--- src/design/multiset_max_xor_query_core_macros.svh ---
// Assertion macros shared by the multiset max-XOR query core.
// No dependencies; included by files that carry concurrent assertions.
`ifndef MULTISET_MAX_XOR_QUERY_CORE_MACROS_SVH
`define MULTISET_MAX_XOR_QUERY_CORE_MACROS_SVH

// Same-cycle implication, disabled during reset.
`define MMXQ_ASSERT_IMP(lbl, clk, rst, ante, cons, msg) \
   lbl: assert property (@(posedge clk) disable iff (rst) (ante) |-> (cons)) else $error(msg);

// Next-cycle implication, disabled during reset.
`define MMXQ_ASSERT_NXT(lbl, clk, rst, ante, cons, msg) \
   lbl: assert property (@(posedge clk) disable iff (rst) (ante) |=> (cons)) else $error(msg);

`endif

--- src/design/mmxq_pkg.sv ---
// Shared types and constants for the multiset max-XOR query core.
// No dependencies; imported by the controller, datapath and top level.
`default_nettype none

package mmxq_pkg;

   localparam int COUNT_W = 24;
   localparam logic [COUNT_W-1:0] COUNT_MAX = 24'hFFFFFF;

   // Operation codes carried by an input word.
   typedef enum logic [1:0] {
      OP_ADD    = 2'd0,
      OP_REMOVE = 2'd1,
      OP_QUERY  = 2'd2
   } op_type;

   // Status codes returned with each result word.
   typedef enum logic [1:0] {
      STAT_OK     = 2'd0,
      STAT_FULL   = 2'd1,
      STAT_ABSENT = 2'd2
   } stat_type;

   // Controller states.
   typedef enum logic [2:0] {
      S_CLEAR,
      S_IDLE,
      S_ROOT,
      S_WALK,
      S_FETCH,
      S_FINISH
   } ctl_state_type;

   // Commands from the controller to the datapath.
   typedef struct packed {
      logic clear;
      logic capture;
      logic root;
      logic walk;
      logic fetch;
      logic pass2;
      logic load_rsp;
   } cmd_type;

   // Status from the datapath to the controller.
   typedef struct packed {
      logic       stop;
      logic       fail;
      logic [1:0] op;
   } dp_stat_type;

endpackage

`default_nettype wire

--- src/design/mmxq_ctrl.sv ---
// Controller of the multiset max-XOR query core: sequences the clearing pass,
// the check and update walks and the result handshake. Depends on mmxq_pkg.
`default_nettype none
`include "multiset_max_xor_query_core_macros.svh"

module mmxq_ctrl
   import mmxq_pkg::*;
#(
   parameter int KEY_BITS = 32,
   parameter int LW       = 6
) (
   input  wire logic          clock,
   input  wire logic          reset,
   input  wire logic          req_valid,
   output logic               req_ready,
   output logic               rsp_valid,
   input  wire logic          rsp_ready,
   input  wire dp_stat_type   st,
   output cmd_type            cmd,
   output logic [LW-1:0]      lvl
);

   ctl_state_type state_ff, state_in;
   logic [LW-1:0] lvl_ff, lvl_in;
   logic          pass_ff, pass_in;
   logic          rsp_valid_ff, rsp_valid_in;
   logic          out_free;
   logic          two_pass;

   assign out_free = !rsp_valid_ff || rsp_ready;
   assign two_pass = (st.op == OP_ADD) || (st.op == OP_REMOVE);

   // Next state.
   always_comb begin
      state_in = state_ff;
      unique case (state_ff)
         S_CLEAR: begin
            if (lvl_ff == LW'(KEY_BITS)) state_in = S_IDLE;
         end
         S_IDLE: begin
            if (req_valid) state_in = S_ROOT;
         end
         S_ROOT: begin
            state_in = S_WALK;
         end
         S_WALK: begin
            if (st.stop || lvl_ff == '0) begin
               state_in = (two_pass && !pass_ff) ? S_FETCH : S_FINISH;
            end
         end
         S_FETCH: begin
            state_in = st.fail ? S_FINISH : S_ROOT;
         end
         S_FINISH: begin
            if (out_free) state_in = S_IDLE;
         end
         default: state_in = S_IDLE;
      endcase
   end

   // Counters, pass flag and output word valid.
   always_comb begin
      lvl_in       = lvl_ff;
      pass_in      = pass_ff;
      rsp_valid_in = rsp_valid_ff && !rsp_ready;
      unique case (state_ff)
         S_CLEAR:  lvl_in = lvl_ff + LW'(1);
         S_IDLE:   pass_in = 1'b0;
         S_ROOT:   lvl_in = LW'(KEY_BITS - 1);
         S_WALK: begin
            if (lvl_ff != '0) lvl_in = lvl_ff - LW'(1);
         end
         S_FETCH:  pass_in = 1'b1;
         S_FINISH: begin
            if (out_free) rsp_valid_in = 1'b1;
         end
         default: ;
      endcase
   end

   // Commands to the datapath.
   always_comb begin
      cmd          = '0;
      cmd.pass2    = pass_ff;
      cmd.clear    = (state_ff == S_CLEAR);
      cmd.capture  = (state_ff == S_IDLE) && req_valid;
      cmd.root     = (state_ff == S_ROOT);
      cmd.walk     = (state_ff == S_WALK);
      cmd.fetch    = (state_ff == S_FETCH);
      cmd.load_rsp = (state_ff == S_FINISH) && out_free;
   end

   always_ff @(posedge clock) begin
      if (reset) begin
         state_ff     <= S_CLEAR;
         lvl_ff       <= '0;
         pass_ff      <= 1'b0;
         rsp_valid_ff <= 1'b0;
      end else begin
         state_ff     <= state_in;
         lvl_ff       <= lvl_in;
         pass_ff      <= pass_in;
         rsp_valid_ff <= rsp_valid_in;
      end
   end

   assign req_ready = (state_ff == S_IDLE);
   assign rsp_valid = rsp_valid_ff;
   assign lvl       = lvl_ff;

   `MMXQ_ASSERT_IMP(a_walk_level, clock, reset, state_ff == S_WALK, lvl_ff < LW'(KEY_BITS), "walk level out of range")
   `MMXQ_ASSERT_NXT(a_accept_root, clock, reset, req_valid && req_ready, state_ff == S_ROOT, "accepted word did not start a walk")
   `MMXQ_ASSERT_IMP(a_rsp_from_finish, clock, reset, $rose(rsp_valid_ff), $past(state_ff) == S_FINISH, "result word raised outside finish")
   `MMXQ_ASSERT_IMP(a_pass2_op, clock, reset, state_ff == S_WALK && pass_ff, st.op == OP_ADD || st.op == OP_REMOVE, "update walk for an operation without updates")

endmodule

`default_nettype wire

--- config.mk ---
export PLATFORM = sky130hd
export DESIGN_NAME = mmxq_ctrl
export DESIGN_NICKNAME = d
export VERILOG_FILES = /design/src/design/mmxq_pkg.sv /design/src/design/mmxq_ctrl.sv
export VERILOG_INCLUDE_DIRS = /design/src /design/src/design
export SDC_FILE = /design/constraint.sdc
export NUM_CORES = 1
export LEC_CHECK = 0
export BUFFER_PORTS_ARGS = -buffer_cell sky130_fd_sc_hd__buf_2
export CORE_MARGIN = 1.5
export CORE_UTILIZATION = 40
export CTS_BUF_LIST = sky130_fd_sc_hd__clkbuf_16
export CTS_CLUSTER_DIAMETER = 30
export DETAILED_ROUTE_END_ITERATION = 7
export PLACE_DENSITY = 0.72
export SYNTH_ARGS = -nofsm -noshare
export SYNTH_HDL_FRONTEND = slang
export SYNTH_SLANG_ARGS = --single-unit
--- constraint.sdc ---
create_clock -name clock -period 3.31 [get_ports clock]
set_input_delay 0.1655 -clock clock [delete_from_list [all_inputs] [get_ports clock]]
set_output_delay 0.1655 -clock clock [all_outputs]
set_load 0.02 [all_outputs]
; ---- Yosys cells after proc, flatten, opt, wreduce, memory -nomap -nowiden
; Cells that the tools add are included.
[totals]
ff_bits = 11
input_bits = 8
wordCells = 48
[classes]
add_sub_neg = 2
n_eq_ne = 12
mux = 12
reduce_logical = 18
[op_table]
columns = cell, count
row1 = $pmux W3 S6, 1
row2 = $pmux W6 S3, 1
row3 = $mux W3, 5
row4 = $add A6 B1 Y6 const B, 1
row5 = $eq A3 B2 Y1 const B, 2
row6 = $eq A3 B3 Y1 const B, 2
row7 = $eq A6 B6 Y1 const B, 1
row8 = $logic_not A6 Y1, 1
row9 = $mux W6, 1
row10 = $ne A2 B1 Y1 const B, 3
row11 = $reduce_bool A6 Y1, 1
row12 = $sub A6 B1 Y6 const B, 1
row13 = $logic_and A1 B1 Y1, 4
row14 = $ne A2 B2 Y1 const B, 2
row15 = $reduce_and A4 Y1, 1
row16 = $eq A3 B1 Y1 const B, 1
row17 = $logic_not A1 Y1, 3
row18 = $logic_not A3 Y1, 1
row19 = $logic_or A1 B1 Y1, 3
row20 = $mux W1, 3
row21 = $reduce_bool A3 Y1, 1
row22 = $eq A2 B1 Y1 const B, 1
row23 = $logic_not A2 Y1, 1
row24 = $pmux W1 S2, 1
row25 = 2 further kinds, 2

; ---- Depth between registers and ports, before layout
; Gate-level depths: netlist of run 1.
[logic_depth]
word_depth = 6
ltp_mapped = 9

; ---- Worst setup path before layout of run 1
; Ideal clock, no wire load.
[synth_timing]
path_type = reg-to-reg
from = reg state_ff[1]
to = reg lvl_ff[5] (netlist: lvl[5])
setup_ns = 0.074
arrival_time_ns = 2.113
required_ns = 3.236
slack_ns = 1.123
path_stages_with_launch = 10
n_path_buf = 1
cell_sequence = dfxtp_1 buf_2 nand3b_2 inv_1 ha_1 a211oi_1 nor2_1 mux2i_1 or3b_1 a31oi_1
[synth_lines]
columns = item, line_no
row1 = from (decl), mmxq_ctrl.sv:23  ; ctl_state_type state_ff, state_in;
row2 = from (signal assigned), mmxq_ctrl.sv:100  ; state_ff <= state_in;
row3 = to (signal assigned), mmxq_ctrl.sv:101  ; lvl_ff <= lvl_in;
row4 = to (decl), mmxq_ctrl.sv:24  ; logic [LW-1:0] lvl_ff, lvl_in;

; ---- Worst setup path in the final report of run 1
[layout_timing]
from = reg state_ff[2]
to = reg lvl_ff[5] (netlist: lvl[5])
[layout_via]
elab_chain_cells = 3
word_cells_on_any_way = 7
classes_between = 3 x eq/ne / 1 x mux / 3 x reduce/logical
[layout_lines]
columns = item, line_no
row1 = $eq A3 B2 Y1 / $logic_not A3 Y1 (equally long branches), mmxq_ctrl.sv:66  ; unique case (state_ff)
row2 = $ne A2 B1 Y1 (no line) / $reduce_bool A3 Y1 (equally long branches), --
row3 = $reduce_and A2 Y1 (no line), --
; Several ways; a longest one is shown, not always the timed one.
; A chain may end at the register's enable or synchronous reset.

==> results of run 1 <==
power groups by stage:
stage                     registers [µW]  logic (µW)  clock network, µW
after floorplan                      248         407                  0
after global placement               257         485                  0
after detailed placement             260         500                  0
after CTS                            260         501                226
after global routing                 270         556                235
final                                260         499                221
placed cells by master, fill, tap and decap left out, types with 2 or more instances in the layout:
| master | Yosys | final |
|---|---|---|
| buf_2 | 2 | 21 |
| nor2_1 | 17 | 17 |
| dfxtp_1 | 11 | 11 |
| a211oi_1 | 9 | 9 |
| inv_1 | 7 | 7 |
| o21ai_0 | 5 | 5 |
| nand2_1 | 4 | 4 |
| a21oi_1 | 4 | 4 |
| ha_1 | 4 | 4 |
| nand2b_1 | 3 | 3 |
| nor2b_1 | 3 | 3 |
| a31oi_1 | 3 | 3 |
| clkbuf_16 | 0 | 3 |
| and2_1 | 2 | 2 |
| or2_2 | 2 | 2 |
| or3_4 | 2 | 2 |
| xor2_1 | 2 | 2 |
| mux2i_1 | 2 | 2 |
| nor3_1 | 2 | 2 |
| o31ai_1 | 2 | 2 |
how the worst max path moves through the flow:
stage | to | slack [ps] | cells past startpoint
2_1_floorplan | lvl[5] | 1120 | 9
3_3_place_gp | lvl[5] | 960 | 8
3_5_place_dp | lvl[5] | 920 | 8
4_1_cts | lvl[5] | 890 | 8
5_1_grt | lvl[5] | 660 | 8
6_report | lvl[5] | 890 | 8
final cells by class:
type | instances | area, µm² | area share
tap | 27 | 33.8 | 0.0329
clock buffer | 3 | 75.1 | 0.0731
multi-input combinational | 81 | 562 | 0.547
inverter | 7 | 26.3 | 0.0256
clock inverter | 1 | 5.00 | 0.00487
sequential | 11 | 220 | 0.214
timing repair buffer | 21 | 105 | 0.102
per-layer routing:
layer  track usage  up-vias  part of all wire
li1              -      413                 -
met1         0.223      373              0.46
met2         0.285       19              0.47
met3        0.0675        2             0.059
met4        0.0905        0             0.013
met5             0        -                 0
logic make-up after synthesis:
kind of cell / share of synthesized area
simple gates: 0.271
compound gates: 0.264
buf+inv: 0.0782
flops: 0.260
fa+ha+maj: 0.0826
xor+xnor: 0.0207
mux: 0.0236
per-stage QoR:
| stage | hold WS [ps] | area, µm² | power [µW] | worst slack (ps) | utilization |
|---|---|---|---|---|---|
| 2_1_floorplan | 244 | 848 | 655 | 1120 | - |
| 3_3_place_gp | 470 | 947 | 741 | 965 | 0.478 |
| 3_5_place_dp | 473 | 947 | 760 | 922 | 0.478 |
| 4_1_cts | 223 | 1030 | 986 | 887 | 0.518 |
| 5_1_grt | 242 | 1030 | 1060 | 663 | 0.518 |
| 6_report | 229 | 1030 | 980 | 894 | 0.518 |
registers in the layout, summed over array words and instances (netlist names):
| name | flops |
|---|---|
| state_ff | 3 |
| rsp_valid | 1 |
| pass_ff | 1 |
| lvl | 6 |
critical path, delay by kind of cell, from the launching register on:
kind            cells  cell delay (ps)
simple gates        3              770
mux                 1              140
flops               1              550
fa+ha+maj           1              330
compound gates      2              400
buf+inv             1              140
==> summary.md, run 1 <==
| Metric | Value |
|---|---|
| Worst Path Required | 3470 ps |
| Filler cell count | about 190 |
| Cells after DPL | around 150 |
| Hold depth | 3 |
| Worst vdd ir | between 0.6 and 0.7 mV |
| Antenna violations before repair | 0 |
| Crit-path max FO | 12 |
| CP startpoint | state_ff[2] |
| Num rows | 16 |
| WHS Endpoint | state_ff[2] |
| Io pins | 23 |
| Top cell type's share of synthesized area | 0.260 |
| Largest net degree at the start of global routing | 13 |
| Tot GR Track Use | 0.184 |
| Worst path slowest cell | dfxtp_1 |
| Initial Util | 0.428 |
| Worst setup SP type | flop |
| Share of post-route cells with drive strength above 1 | 0.274 |
| Critical R2R Capture | lvl[5] |
| Max Clk Rate | roughly 410 MHz |
| Worst skew pair latency | about 240 ps |
| Core ar. | 1980 µm² |
| Post-synth EDFFs | 0 |
| P&R area growth vs syn | 21.1% |
| Setup Skew | between 2 and 2.5 ps |
| Dpl hpwl | 1440 µm |
| ANT nets after route | 0 |
| RSZ-0062 raised after global routing | no |
| WL per Instance | about 13 µm |
| Ys async rst share | 0 |
| Switching power | 442 µW |
| CTS sink cnt | 11 |
| Largest area contributor in the netlist | dfxtp_1 |
| RD Place Congestion | 0.769 |
| Logic gate share of total power | 0.509 |
| Mean area per synthesized cell | roughly 8.1 µm² |
| Switching Share | 0.451 |
| Synth cell types | 37 |
| Seq pwr share | 0.265 |
| Clk network pwr share | 0.225 |
| Post-synth top flop | dfxtp_1 |
| Yosys Warn Count | 0 |
| Slew Limit Fails | 0 |
| Sequential-to-total area share from yosys stat | 0.260 |
| Flop-to-flop setup slack | about 890 ps |
| Final Instance Count excl. Fillers | 151 |
| CP cell instances | nand3b_2, inv_1, ha_1, a211oi_1, nor2_1, mux2i_1, or3b_1, a31oi_1 |
| Vias per inst | about 5.3 |
| DRT Wirelength | around 1900 µm |
| Top post-synthesis cells by count | nor2_1, dfxtp_1, a211oi_1 |
| R2R cell count | 8 |
| Max-slew headroom | 0.613 |
| Die X | 49.1 µm |
| Slew at the pin closest to its max-slew limit | 581 ps |
| Crit. End Element | flop |
| Root Driver | clkbuf_16 |
| Max cap viols | 0 |
| Syn Nets | roughly 120 |
| FF+latch count, synth | 11 |
| Final worst-path cycle share | 0.730 |
| Vias in the first global route | ~740 |
| Status | finished clean |
| Setup bufs post-CTS | 0 |
| Top-count cell post-synth | nor2_1 |
| Mapped cell area | ~850 µm² |
| Internal power | between 500 and 600 µW |
| Routed vias | between 800 and 900 |
| Post-CTS sizing | 0 |
| Final nets | ~140 |
| Drt drc | 0 |
| Number of port buffers | 21 |
| DRT iter0 DRCs | 20 |
| ANT cells | 0 |
| Clk buf depth | 2 |
| CP arrival | ~2600 ps |
| Critical path class | reg -> reg |
| Total gr overflow | 0 |
| Hold path startpoint | st[2] |
| P per Cell Area | around 950 nW/µm² |
| CTS clk-pin slew, worst paths | approximately 40 ps |
| Setup_tns | 0 ps |
| LEAKAGE | 0.000470 µW |
| Die area | 2410 µm² |
| R2R Path Start | state_ff[2] |
| First-pass GRT wire length | roughly 3300 µm |
| Final hold viol count | 0 |
| Synth top area cells | dfxtp_1, a211oi_1, nor2_1 |
| Initial DRT Pass Iterations | 4 |
| Die Y | between 40 and 50 µm |
| H-tree depth | 1 |
| Hold Path Class | in -> reg |
| CTS Hold Bufs | 0 |
| CTS tree | built |
| CTS buffer count | 3 |
| Final setup fails | 0 |
| Mapped Cells | approximately 110 |
| Fin crit period | ~2400 ps |
| Critical Path Max Stage Delay | roughly 550 ps |
Power figures use the tool's default switching activity.
==> run 2, diff against run 1 <==
==> constraint.sdc (replaced) <==
create_clock -name clock -period 2.3 [get_ports clock]
set_input_delay 0.115 -clock clock [delete_from_list [all_inputs] [get_ports clock]]
set_output_delay 0.115 -clock clock [all_outputs]
set_load 0.02 [all_outputs]
==> run 2 against run 1 <==
Effect of this change:
- power is 46% higher
- non-clock buffer count up 4
- first-iteration DRC count increased by 5.0%
- die area unchanged
- critical path type unchanged
- largest cell class unchanged
==> summary.md, run 2 (synthesized netlist as in run 1, its figures left out) <==
| Metric | Value |
|---|---|
| Drt drc | 0 (unchanged) |
| Routed vias | 801 (was 807) |
| DRT Wirelength | 1890 µm (about the same) |
| Min Hold Slack | 188 ps (was 229 ps) |
| Met3 wire len | 91 µm (was 112 µm) |
| Setup WS post-layout | 287 ps (was 894 ps) |
| Max Clk Rate | 497 MHz (was 414 MHz) |
| Vias in the first global route | 689 (was 735) |
| Die Y | 49.1 µm (unchanged) |
| Initial DRT Pass Iterations | 6 (was 4) |
| Total Power | 1430 µW (was 980 µW) |
| Setup Skew | 2.46 ps (was 2.27 ps) |
| Slew Limit Fails | 0 (unchanged) |
| Number of port buffers | 21 (unchanged) |
| DRT iter0 DRCs | 21 (was 20) |
| WL per Instance | 12.2 µm (was 12.5 µm) |
| Dpl hpwl | 1440 µm (about the same) |
| Num rows | 16 (unchanged) |
| Critical R2R Capture | lvl[5] (unchanged) |
| CP arrival | 2180 ps (was 2580 ps) |
| Filler cell count | 188 (was 194) |
| Largest net degree at the start of global routing | 12 (was 13) |
| Share of post-route cells with drive strength above 1 | 0.289 (was 0.274) |
| Slew at the pin closest to its max-slew limit | 580 ps (was 581 ps) |
| RSZ-0062 raised after global routing | no (unchanged) |
| Setup_tns | 0 ps (unchanged) |
| ANT nets after route | 0 (unchanged) |
| M1 wire length | 917 µm (was 870 µm) |
| Die X | 49.1 µm (unchanged) |
| CTS clk-pin slew, worst paths | 40 ps (about the same) |
| Final hold viol count | 0 (unchanged) |
| CTS tree | built (unchanged) |
| Post-CTS sizing | 0 (unchanged) |
| P per Cell Area | 1360 nW/µm² (was 954 nW/µm²) |
| Final worst-path cycle share | 0.875 (was 0.730) |
| Setup bufs post-CTS | 0 (unchanged) |
| Crit. End Element | flop (unchanged) |
| R2R Path Start | state_ff[2] (unchanged) |
| Max-slew headroom | 0.613 (about the same) |
| Clk buf depth | 2 (unchanged) |
| Highest Signal Layer | met4 (unchanged) |
| CTS Hold Bufs | 0 (unchanged) |
| Max cap viols | 0 (unchanged) |
| Worst vdd ir | 0.681 mV (was 0.632 mV) |
| Most common cell after layout, fill and taps aside | buf_2 (unchanged) |
| DR WL met2 | 861 µm (was 885 µm) |
| Critical path class | reg -> reg (unchanged) |
| Final setup fails | 0 (unchanged) |
| Vias per inst | 5.17 (was 5.34) |
| Critical path destination | lvl[5] (unchanged) |
| Most frequent cells in the layout | buf_2, nor2_1, dfxtp_1 (unchanged) |
| Worst skew pair latency | 240 ps (about the same) |
| First-pass GRT wire length | 3130 µm (was 3350 µm) |
| CP startpoint | state_ff[2] (unchanged) |
| Max reg flops | 6 (unchanged) |
| R2R cell count | 8 (unchanged) |
| Initial Util | 0.428 (unchanged) |
| RD Place Congestion | 0.811 (was 0.769) |
| H-tree depth | 1 (unchanged) |
| Die area | 2410 µm² (unchanged) |
| ANT cells | 0 (unchanged) |
| Total gr overflow | 0 (unchanged) |
| Hold Path Class | in -> reg (unchanged) |
| LEAKAGE | 0.000491 µW (was 0.000470 µW) |
| Worst Path Required | 2470 ps (was 3470 ps) |
| Crit-path max FO | 5 (was 12) |
| Status | finished clean (unchanged) |
| Antenna violations before repair | 0 (unchanged) |
| Tot GR Track Use | 0.175 (was 0.184) |
| P&R area growth vs syn | 24.5% (was 21.1%) |
| CTS buffer count | 3 (unchanged) |
| CTS sink cnt | 11 (unchanged) |
| Core ar. | 1980 µm² (unchanged) |
| Root Driver | clkbuf_16 (unchanged) |
| Flop-to-flop setup slack | 290 ps (was 890 ps) |
| Fin crit period | 2010 ps (was 2420 ps) |
| Final nets | 142 (was 138) |
| Pre-CTS setup slack | 296 ps (was 922 ps) |
| Io pins | 23 (unchanged) |
| Worst setup SP type | flop (unchanged) |
## run 2: cell types whose count changed in the layout (fill, tap and decap cells not counted), sizes merged
cell    previous run  this run
clkinv             1         0
buf               21        25
inv                7         8
## run 2: per-layer routing
layer,track usage,up-vias
met1,0.227,360
met3,0.0583,2
li1,-,421
met4,0.0714,0
met5,0,-
met2,0.265,18
## run 2: how the worst min path moves through the flow
stage / slack [ps] / cells past startpoint / endpoint / startpoint
5_1_grt: 200 / 3 / state_ff[2] / st[2]
6_report: 190 / 3 / state_ff[2] / st[2]
3_5_place_dp: 440 / 3 / state_ff[2] / st[2]
2_1_floorplan: 190 / 1 / state_ff[0] / reset
4_1_cts: 180 / 3 / state_ff[2] / st[2]
3_3_place_gp: 420 / 3 / state_ff[2] / st[2]
## run 2: worst max-delay path, cell delays in order, from the launching register on
cell,delay [ps]
dfxtp_1,300
nand3b_2,200
inv_1,160
ha_1,270
a211oi_1,240
nor2_1,110
mux2i_1,140
or3b_1,370
a31oi_1,150
## run 2: cell type report
class                           count  area, µm²  share of cell area
Clock inverter                      1       3.75             0.00355
Timing Repair Buffer               25        135               0.128
Multi-Input combinational cell     81        562               0.532
Tap cell                           27       33.8              0.0320
Sequential cell                    11        220               0.209
Inverter                            7       26.3              0.0249
Clock buffer                        3       75.1              0.0711
## run 2: report_power, final
| part | total (µW) | switching [µW] | internal, µW |
|---|---|---|---|
| Clock | 315 | 86.4 | 228 |
| Sequential | 324 | 69.8 | 255 |
| Combinational | 795 | 480 | 315 |
| Total | 1430 | 636 | 798 |
## run 2: through the flow
stage	area, µm²	util	std cells
6_report	1060	0.533	155
3_3_place_gp	977	0.493	151
2_1_floorplan	848	-	105
4_1_cts	1060	0.533	155
3_5_place_dp	977	0.493	151
5_1_grt	1060	0.533	155
==> run 3, diff against run 2 <==
--- a/config.mk
+++ b/config.mk
@@ -9,7 +9,6 @@
 export BUFFER_PORTS_ARGS = -buffer_cell sky130_fd_sc_hd__buf_2
 export CORE_MARGIN = 1.5
 export CORE_UTILIZATION = 40
-export CTS_BUF_LIST = sky130_fd_sc_hd__clkbuf_16
 export CTS_CLUSTER_DIAMETER = 30
 export DETAILED_ROUTE_END_ITERATION = 7
 export PLACE_DENSITY = 0.72
==> run 3 against run 2 <==
Effect of this change:
- sequential share of layout area is 1.1 points higher
- via count is 1.7% higher
- first-iteration DRC count is 14% higher
- clock power is 58% lower
- worst setup slack worse by 12 ps
- die area stayed put
- combinational power hardly changed
- largest cell class unchanged
==> summary.md, run 3 (synthesized netlist as in run 1, its figures left out) <==
| Metric | Value |
|---|---|
| DRT Wirelength | 1900 µm (was 1890 µm) |
| Crit. End Element | flop (unchanged) |
| Final Cell Area | 1000 µm² (was 1060 µm²) |
| R2R Path Start | state_ff[2] (unchanged) |
| Pre-CTS setup slack | 296 ps (unchanged) |
| Fin crit period | 2030 ps (was 2010 ps) |
| Drt drc | 0 (unchanged) |
| CTS tree | built (unchanged) |
| Flop-to-flop setup slack | 270 ps (was 290 ps) |
| Final worst-path cycle share | 0.881 (was 0.875) |
| Total gr overflow | 0 (unchanged) |
| Final setup fails | 0 (unchanged) |
| Core ar. | 1980 µm² (unchanged) |
| WL per Instance | 12.2 µm (about the same) |
| Worst path top cell family by delay | simple AND/OR/NAND/NOR gates (unchanged) |
| RSZ-0062 raised after global routing | no (unchanged) |
| Crit-path max FO | 5 (unchanged) |
| RD Place Congestion | 0.811 (unchanged) |
| Io pins | 23 (unchanged) |
| First-pass GRT wire length | 3210 µm (was 3130 µm) |
| LEAKAGE | 0.000464 µW (was 0.000491 µW) |
| Worst Path Buf+Inv | 1 (unchanged) |
| Die X | 49.1 µm (unchanged) |
| Max Clk Rate | 494 MHz (was 497 MHz) |
| ANT cells | 0 (unchanged) |
| Worst skew pair latency | 270 ps (was 240 ps) |
| Final nets | 142 (unchanged) |
| Num rows | 16 (unchanged) |
| Number of port buffers | 21 (unchanged) |
| WHS Endpoint | rsp_valid (was state_ff[2]) |
| Initial DRT Pass Iterations | 4 (was 6) |
| Initial Util | 0.428 (unchanged) |
| Slew at the pin closest to its max-slew limit | 607 ps (was 580 ps) |
| Post-CTS sizing | 0 (unchanged) |
| Max reg flops | 6 (unchanged) |
| Hold Path Class | in -> reg (unchanged) |
| Root Driver | clkbuf_4 (was clkbuf_16) |
| Status | finished clean (unchanged) |
| Dpl hpwl | 1440 µm (unchanged) |
| Worst Path Required | 2490 ps (was 2470 ps) |
| Setup Skew | 8.72 ps (was 2.46 ps) |
| Critical path class | reg -> reg (unchanged) |
| Routed vias | 815 (was 801) |
| CP cell instances | nand3b_2, inv_1, ha_1, a211oi_1, nor2_1, mux2i_1, or3b_1, a31oi_1 (unchanged) |
| Worst vdd ir | 0.728 mV (was 0.681 mV) |
| Largest net degree at the start of global routing | 12 (unchanged) |
| Die area | 2410 µm² (unchanged) |
| Filler cell count | 198 (was 188) |
| P&R area growth vs syn | 18.3% (was 24.5%) |
| CTS buffer count | 3 (unchanged) |
| Vias in the first global route | 699 (was 689) |
| Slew Limit Fails | 0 (unchanged) |
| Most common cell after layout, fill and taps aside | buf_2 (unchanged) |
| DRT iter0 DRCs | 24 (was 21) |
| Setup WS post-layout | 275 ps (was 287 ps) |
| Hold depth | 3 (unchanged) |
| Critical R2R Capture | lvl[5] (unchanged) |
| Worst path slowest cell | or3b_1 (unchanged) |
| Post-layout util | 0.506 (was 0.533) |
| Cells after DPL | 151 (unchanged) |
| Setup_tns | 0 ps (unchanged) |
| Setup bufs post-CTS | 0 (unchanged) |
| Antenna violations before repair | 0 (unchanged) |
| Clk buf depth | 2 (unchanged) |
| CTS Hold Bufs | 0 (unchanged) |
| Critical Path Max Stage Delay | 370 ps (about the same) |
| ANT nets after route | 0 (unchanged) |
| CTS clk-pin slew, worst paths | 70 ps (was 40 ps) |
| H-tree depth | 1 (unchanged) |
| Die Y | 49.1 µm (unchanged) |
| P per Cell Area | 1250 nW/µm² (was 1360 nW/µm²) |
| Final hold viol count | 0 (unchanged) |
| Max-slew headroom | 0.595 (was 0.613) |
| Final Instance Count excl. Fillers | 155 (unchanged) |
| Placement Cell Area | 977 µm² (unchanged) |
| R2R cell count | 8 (unchanged) |
| CP arrival | 2220 ps (was 2180 ps) |
| Tot GR Track Use | 0.173 (was 0.175) |
| Share of post-route cells with drive strength above 1 | 0.289 (unchanged) |
| Vias per inst | 5.26 (was 5.17) |
| Hold path startpoint | rsp_ready (was st[2]) |
| Worst setup SP type | flop (unchanged) |
| Most frequent cells in the layout | buf_2, nor2_1, dfxtp_1 (unchanged) |
| Max cap viols | 0 (unchanged) |
| CTS sink cnt | 11 (unchanged) |
run 3: cell types whose count changed in the layout (fill, tap and decap cells not counted), sizes merged:
cell    change
inv         -1
clkbuf      +1
run 3: stage by stage:
| step | total power (µW) | hold WS [ps] |
|---|---|---|
| after floorplan | 942 | 193 |
| after global placement | 1100 | 425 |
| after detailed placement | 1120 | 436 |
| after CTS | 1260 | 149 |
| after global routing | 1370 | 162 |
| final | 1250 | 152 |
run 3: how the worst max path moves through the flow:
stage	from	end	cells past startpoint
CTS	state_ff[2]	lvl[5]	8
global placement	state_ff[2]	lvl[5]	8
floorplan	state_ff[1]	lvl[5]	9
finish	state_ff[2]	lvl[5]	8
global route	state_ff[2]	lvl[5]	8
detailed placement	state_ff[2]	lvl[5]	8
run 3: report_power, final:
group	internal, µW	total (µW)	switching, µW
sequential	253	323	69.7
combinational	315	797	481
clock	67.2	132	64.7
total	636	1250	616
run 3: worst register-to-register path: stages (launching register included):
cell      delay (ps)
dfxtp_1          310
nand3b_2         200
inv_1            160
ha_1             270
a211oi_1         250
nor2_1           110
mux2i_1          140
or3b_1           370
a31oi_1          150
run 3: layer usage:
metal | wire (µm) | GRT usage | part of all wire
met3 | 104 | 0.0491 | 0.055
met1 | 874 | 0.221 | 0.46
met2 | 908 | 0.288 | 0.48
met5 | 0 | 0 | 0
met4 | 9 | 0.0429 | 0.0047
run 3: final cells by class:
cell class / instances / area, µm² / area share
multi-input cells: 81 / 562 / 0.560
flip-flops and latches: 11 / 220 / 0.219
repair buffers: 25 / 135 / 0.135
well taps: 27 / 33.8 / 0.0337
clock buffers: 4 / 26.3 / 0.0262
inverters: 7 / 26.3 / 0.0262
